$ cat src/ws2812_pixel_serializer_defines.svh
// ---------------------------------------------------------------------------
// ws2812_pixel_serializer_defines
// Assertion macros shared by the serializer RTL.
// ---------------------------------------------------------------------------
`ifndef WS2812_PIXEL_SERIALIZER_DEFINES_SVH
`define WS2812_PIXEL_SERIALIZER_DEFINES_SVH

// clocked check, muted during reset
`define WS2_ASSERT(label, prop, msg) \
  label: assert property (@(posedge clk_i) disable iff (!rst_ni) prop) else $error(msg);

// condition that must never hold
`define WS2_ASSERT_NEVER(label, cond, msg) \
  `WS2_ASSERT(label, !(cond), msg)

`endif

$ cat src/ws2_pkg.sv
// ---------------------------------------------------------------------------
// ws2_pkg
// Types and constants of the WS2812 pixel serializer.
// ---------------------------------------------------------------------------
package ws2_pkg;

  localparam int PIXELS         = 256;
  localparam int PIXEL_AW       = $clog2(PIXELS);
  localparam int PIXEL_CW       = PIXEL_AW + 1;
  localparam int BITS_PER_PIXEL = 24;
  localparam int BIT_CW         = 5;
  localparam int TICK_W         = 8;
  localparam int LEDS_W         = 9;
  localparam int CFG_IDX_W      = 2;
  localparam int CFG_DATA_W     = 9;
  localparam int Q_DEPTH        = 2;
  localparam int Q_AW           = $clog2(Q_DEPTH);

  // action codes of an input word
  localparam logic [1:0] ACT_TICK  = 2'd0;
  localparam logic [1:0] ACT_WRITE = 2'd1;
  localparam logic [1:0] ACT_START = 2'd2;

  // register indexes
  localparam logic [CFG_IDX_W-1:0] CFG_LED_COUNT  = 2'd0;
  localparam logic [CFG_IDX_W-1:0] CFG_ONE_HIGH   = 2'd1;
  localparam logic [CFG_IDX_W-1:0] CFG_ZERO_HIGH  = 2'd2;
  localparam logic [CFG_IDX_W-1:0] CFG_BIT_PERIOD = 2'd3;

  localparam logic [LEDS_W-1:0] RST_LED_COUNT  = 9'd200;
  localparam logic [TICK_W-1:0] RST_ONE_HIGH   = 8'd7;
  localparam logic [TICK_W-1:0] RST_ZERO_HIGH  = 8'd2;
  localparam logic [TICK_W-1:0] RST_BIT_PERIOD = 8'd9;

  typedef enum logic [1:0] {
    OP_TICK,
    OP_WRITE,
    OP_START,
    OP_NOP
  } op_e;

  typedef struct packed {
    logic [1:0] action;
    logic [7:0] pixel_index;
    logic [7:0] green;
    logic [7:0] red;
    logic [7:0] blue;
  } in_word_t;

  typedef struct packed {
    logic pin_level;
    logic busy_res;
  } out_word_t;

  typedef struct packed {
    op_e                         op;
    logic [PIXEL_AW-1:0]         idx;
    logic [BITS_PER_PIXEL-1:0]   grb;
  } cmd_t;

  typedef struct packed {
    logic [LEDS_W-1:0] led_count;
    logic [TICK_W-1:0] one_high;
    logic [TICK_W-1:0] zero_high;
    logic [TICK_W-1:0] bit_period;
  } cfg_t;

  typedef struct packed {
    logic                sending;
    logic [PIXEL_AW-1:0] pix_cnt;
    logic [BIT_CW-1:0]   bit_cnt;
    logic [TICK_W-1:0]   tick_cnt;
    logic                res_push;
    logic                res_pin;
    logic                res_busy;
  } back_sts_t;

endpackage

$ cat src/ws2_front.sv
// ---------------------------------------------------------------------------
// ws2_front
// Accepts input words, decodes the action and queues commands for the back.
// ---------------------------------------------------------------------------
module ws2_front (
  input  logic               clk_i,
  input  logic               rst_ni,
  input  logic               push,
  output logic               full,
  input  ws2_pkg::in_word_t  in_word_i,
  input  logic               cmd_pop_i,
  output ws2_pkg::cmd_t      cmd_o,
  output logic               cmd_empty_o
);

  ws2_pkg::cmd_t                cmd_new;
  ws2_pkg::cmd_t                q_mem_q [ws2_pkg::Q_DEPTH];
  logic [ws2_pkg::Q_AW-1:0]     wr_ptr_q, wr_ptr_d;
  logic [ws2_pkg::Q_AW-1:0]     rd_ptr_q, rd_ptr_d;
  logic [ws2_pkg::Q_AW:0]       count_q, count_d;
  logic                         do_push, do_pop;

  always_comb begin
    cmd_new.idx = in_word_i.pixel_index;
    cmd_new.grb = {in_word_i.green, in_word_i.red, in_word_i.blue};
    unique case (in_word_i.action)
      ws2_pkg::ACT_TICK:  cmd_new.op = ws2_pkg::OP_TICK;
      ws2_pkg::ACT_WRITE: cmd_new.op = ws2_pkg::OP_WRITE;
      ws2_pkg::ACT_START: cmd_new.op = ws2_pkg::OP_START;
      default:            cmd_new.op = ws2_pkg::OP_NOP;
    endcase
  end

  assign full        = (count_q == (ws2_pkg::Q_AW + 1)'(ws2_pkg::Q_DEPTH));
  assign cmd_empty_o = (count_q == '0);
  assign do_push     = push && !full;
  assign do_pop      = cmd_pop_i && !cmd_empty_o;
  assign cmd_o       = q_mem_q[rd_ptr_q];

  always_comb begin
    wr_ptr_d = do_push ? wr_ptr_q + 1'b1 : wr_ptr_q;
    rd_ptr_d = do_pop ? rd_ptr_q + 1'b1 : rd_ptr_q;
    count_d  = count_q + (ws2_pkg::Q_AW + 1)'(do_push) - (ws2_pkg::Q_AW + 1)'(do_pop);
  end

  always_ff @(posedge clk_i or negedge rst_ni) begin
    if (!rst_ni) begin
      wr_ptr_q <= '0;
      rd_ptr_q <= '0;
      count_q  <= '0;
    end else begin
      wr_ptr_q <= wr_ptr_d;
      rd_ptr_q <= rd_ptr_d;
      count_q  <= count_d;
    end
  end

  always_ff @(posedge clk_i) begin
    if (do_push) begin
      q_mem_q[wr_ptr_q] <= cmd_new;
    end
  end

endmodule

$ cat config.mk
export PLATFORM = sky130hd
export DESIGN_NAME = ws2_front
export DESIGN_NICKNAME = d
export VERILOG_FILES = /design/src/ws2812_pixel_serializer_defines.svh /design/src/ws2_pkg.sv /design/src/ws2_front.sv
export SDC_FILE = /design/constraint.sdc
export NUM_CORES = 1
export LEC_CHECK = 0
export ABC_AREA = 1
export BUFFER_PORTS_ARGS = -buffer_cell sky130_fd_sc_hd__buf_4
export CAP_MARGIN = 40
export CORE_MARGIN = 2
export CORE_UTILIZATION = 47
export DETAILED_ROUTE_END_ITERATION = 12
export GPL_TIMING_DRIVEN = 0
export PLACE_DENSITY = 0.75
export SETUP_SLACK_MARGIN = 0.02
export SLEW_MARGIN = 25
export SYNTH_ARGS = -nofsm -noshare
export SYNTH_HDL_FRONTEND = slang
export SYNTH_SLANG_ARGS = --single-unit
$ cat constraint.sdc
create_clock -name clk_i -period 2.5 [get_ports clk_i]
set_clock_uncertainty 0.05 [all_clocks]
set_input_delay 0.5 -clock clk_i [delete_from_list [all_inputs] [get_ports clk_i]]
set_output_delay 0.5 -clock clk_i [all_outputs]
set_load 0.01 [all_outputs]
==> key figures <==
Outcome
  – Status: completed

Setup path
  – Crit path DAT: 1330 ps
  – CP Max Fanout: 10
  – CP Class: flop to primary output
  – CP required: 1950 ps
  – Crit path capture type: primary output
  – Critical Path Source Type: flop

Placed design
  – Dpl cell area: around 3400 um^2
  – Hpwl dp: a little over 3000 um
  – Post-Place Cells: 360
  – Routability cong.: about 0.73
  – # port buffers: 71

Clocking
  – CTS Buf Count: 9
  – Max clock buf depth: 2
  – CTS H-Tree Depth: 3
  – TritonCTS clock tree: done
  – Num Clock Sinks: 72
  – Clock slew at reported path FFs: 80 ps
  – Post-CTS resize count: 0
  – CTS root buf: clkbuf_8
  – Clk_lat worst skew: ~340 ps

STA
  – Unrepaired setup endpoints after global routing: false
  – Setup TNS: 0 ps
  – Slew HR: 0.492
  – Fin crit share: 0.753
  – Worst-margin pin slew: around 760 ps
  – Fmax: 531 MHz
  – Final Critical Period: around 1900 ps
  – Fin. Hold Viols: 0
  – Final hold slack: 284 ps
  – Final setup violation count: 0
  – Max Slew Vio Count: 0

Logic synthesis
  – Synth Register Bits: 72
  – Synthesized area: 2780 um^2
  – Most common cell in the netlist: nand2_1
  – Sequential element share of the synthesized area: 0.771
  – Main synth FF type: edfxtp_1
  – Top cell type's share of synthesized area: 0.735
  – Avg Cell Area, Syn: approximately 13 um^2
  – Post-synth ARST share: 0.0556
  – Post-synth top cells: 105 x nand2_1, 68 x edfxtp_1, 10 x inv_1, 10 x nand2_2
  – Cell taking the most area after synthesis: edfxtp_1
  – Area contributors post-synth: edfxtp_1 73%, nand2_1 14%, dfrtp_1 3.6%
  – Post-synthesis cell type count: 13
  – Post-synth EDFFs: between 60 and 70
  – Post-Syn Nets: 253
  – Yosys warnings: 0
  – Synth Instances: 213

Floorplanning
  – Vert. Die Dim: roughly 80 um
  – IO Count: 74
  – Cell Rows: 28
  – Die area: between 6000 and 7000 um^2
  – Starting Density: 0.478
  – Die W: 80.9 um
  – Core region area: 5820 um^2

GRT
  – Vias in the first global route: approximately 1,700
  – Largest net degree at the start of global routing: 35
  – Grt ovf: 0
  – Antenna violations before repair: 0
  – Global-route wire length before repair: between 7000 and 8000 um
  – Total GRT Usage: 0.154

Detailed routing
  – Antenna-violating nets left: 0
  – DRC: 0
  – Number of DRC markers in iteration 0: 111
  – Drt wl/cell: around 12 um
  – Vias: 1,739
  – Drt pass-1 iters: 4
  – Vias/cell: ~4.6
  – WL final: between 4000 and 5000 um

Worst hold path
  – Hold Path Class: input port to flop

Layout
  – Share of layout cells above drive strength 1: 0.354
  – Diode count: 0
  – Non-filler cells, final: 377
  – Nets: 337
  – Area grow syn2layout: 32.6%
  – Finished Cell Area: 3690 um^2

Power and ir drop
  – Total chip power: 0.00441 W
  – Power per cell area: ~1200 nW/um^2
  – Maximum VDD drop: roughly 0.64 mV
  – Leakage: 1.63 nW

Run
  – Max-cap violations: 0
[area by class of cell]
class | count | area [um^2]
inverter | 11 | 48.8
clock buffer | 10 | 128
multi-input combinational | 121 | 508
clock inverter | 6 | 108
timing repair buffer | 73 | 571
buffer | 9 | 87.6
tap | 75 | 93.8
fill | 467 | 2130
sequential | 72 | 2140
[report_power, final]
part	total, W	switching [W]	internal, W	leakage, nW
Sequential	0.00172	0.0000712	0.00165	0.681
Clock	0.00107	0.000413	0.000659	0.116
Combinational	0.00162	0.000901	0.000719	0.830
[registers in the layout, indices dropped and copies added, names as in the netlist]
register / cells
count_q: 2
q_mem_q: 68
rd_ptr_q: 1
wr_ptr_q: 1
[timing repair]
item,CTS,global route
buffers inserted,0,0
hold buffers,1,0
hold endpoints to repair,4,0
[metrics by stage]
step	utilization	worst slack, ps
6_report	0.634	617
4_1_cts	0.634	590
3_3_place_gp	0.586	9.14
3_5_place_dp	0.592	766
2_1_floorplan	-	564
5_1_grt	0.634	529
[per-layer routing]
metal  global-route usage  wire length, um  share of wire  vias to the layer above
li1                     -                -              -                      869
met1                0.166             1870           0.40                      804
met4               0.0915               78          0.017                        0
met2                0.269             2410           0.51                       58
met5                    0                0              0                        -
met3               0.0411              323          0.069                        8
[critical path, stage by stage (launching register included)]
cell and delay [ps]:
dfrtp_1 370, buf_6 150, inv_8 90, buf_6 140, nand2_1 60, nand2_1 70, buf_4 120
[path summary, 6_finish.rpt]
kind	start	end	slack, ps	cells after the start
max	rd_ptr_q$_DFFE_PN0P_	cmd_o[19]	620	6
max reg2reg	count_q[1]$_DFF_PN0_	q_mem_q[0][5]$_DFFE_PP_	860	3
min	in_word_i[16]	q_mem_q[0][16]$_DFFE_PP_	280	1
min reg2reg	wr_ptr_q$_DFFE_PN0P_	wr_ptr_q$_DFFE_PN0P_	420	2
min in group asynchronous	rst_ni	rd_ptr_q$_DFFE_PN0P_	440	2
max in group asynchronous	rst_ni	wr_ptr_q$_DFFE_PN0P_	1860	2
[kinds of logic (layout without fill, tap and decap cells)]
logic type,after synthesis,in the layout,share of synthesized area
simple gates,119,119,0.171
flops,72,72,0.771
buf+inv,20,109,0.0491
fa+ha+maj,2,2,0.00900
[layout by cell type (no fill, tap or decap)]
cell,count
clkbuf_8,9
edfxtp_1,68
nor2_4,1
clkinv_2,2
ha_1,2
buf_16,1
dfrtp_1,4
clkinvlp_4,1
dlygate4sd3_1,1
inv_2,1
buf_6,4
inv_8,1
nand2_2,10
buf_12,1
bufinv_16,3
nand3_1,3
buf_4,73
clkbuf_1,3
nand2_1,105
inv_1,9
Note: power is estimated with default switching activity, not from simulation.
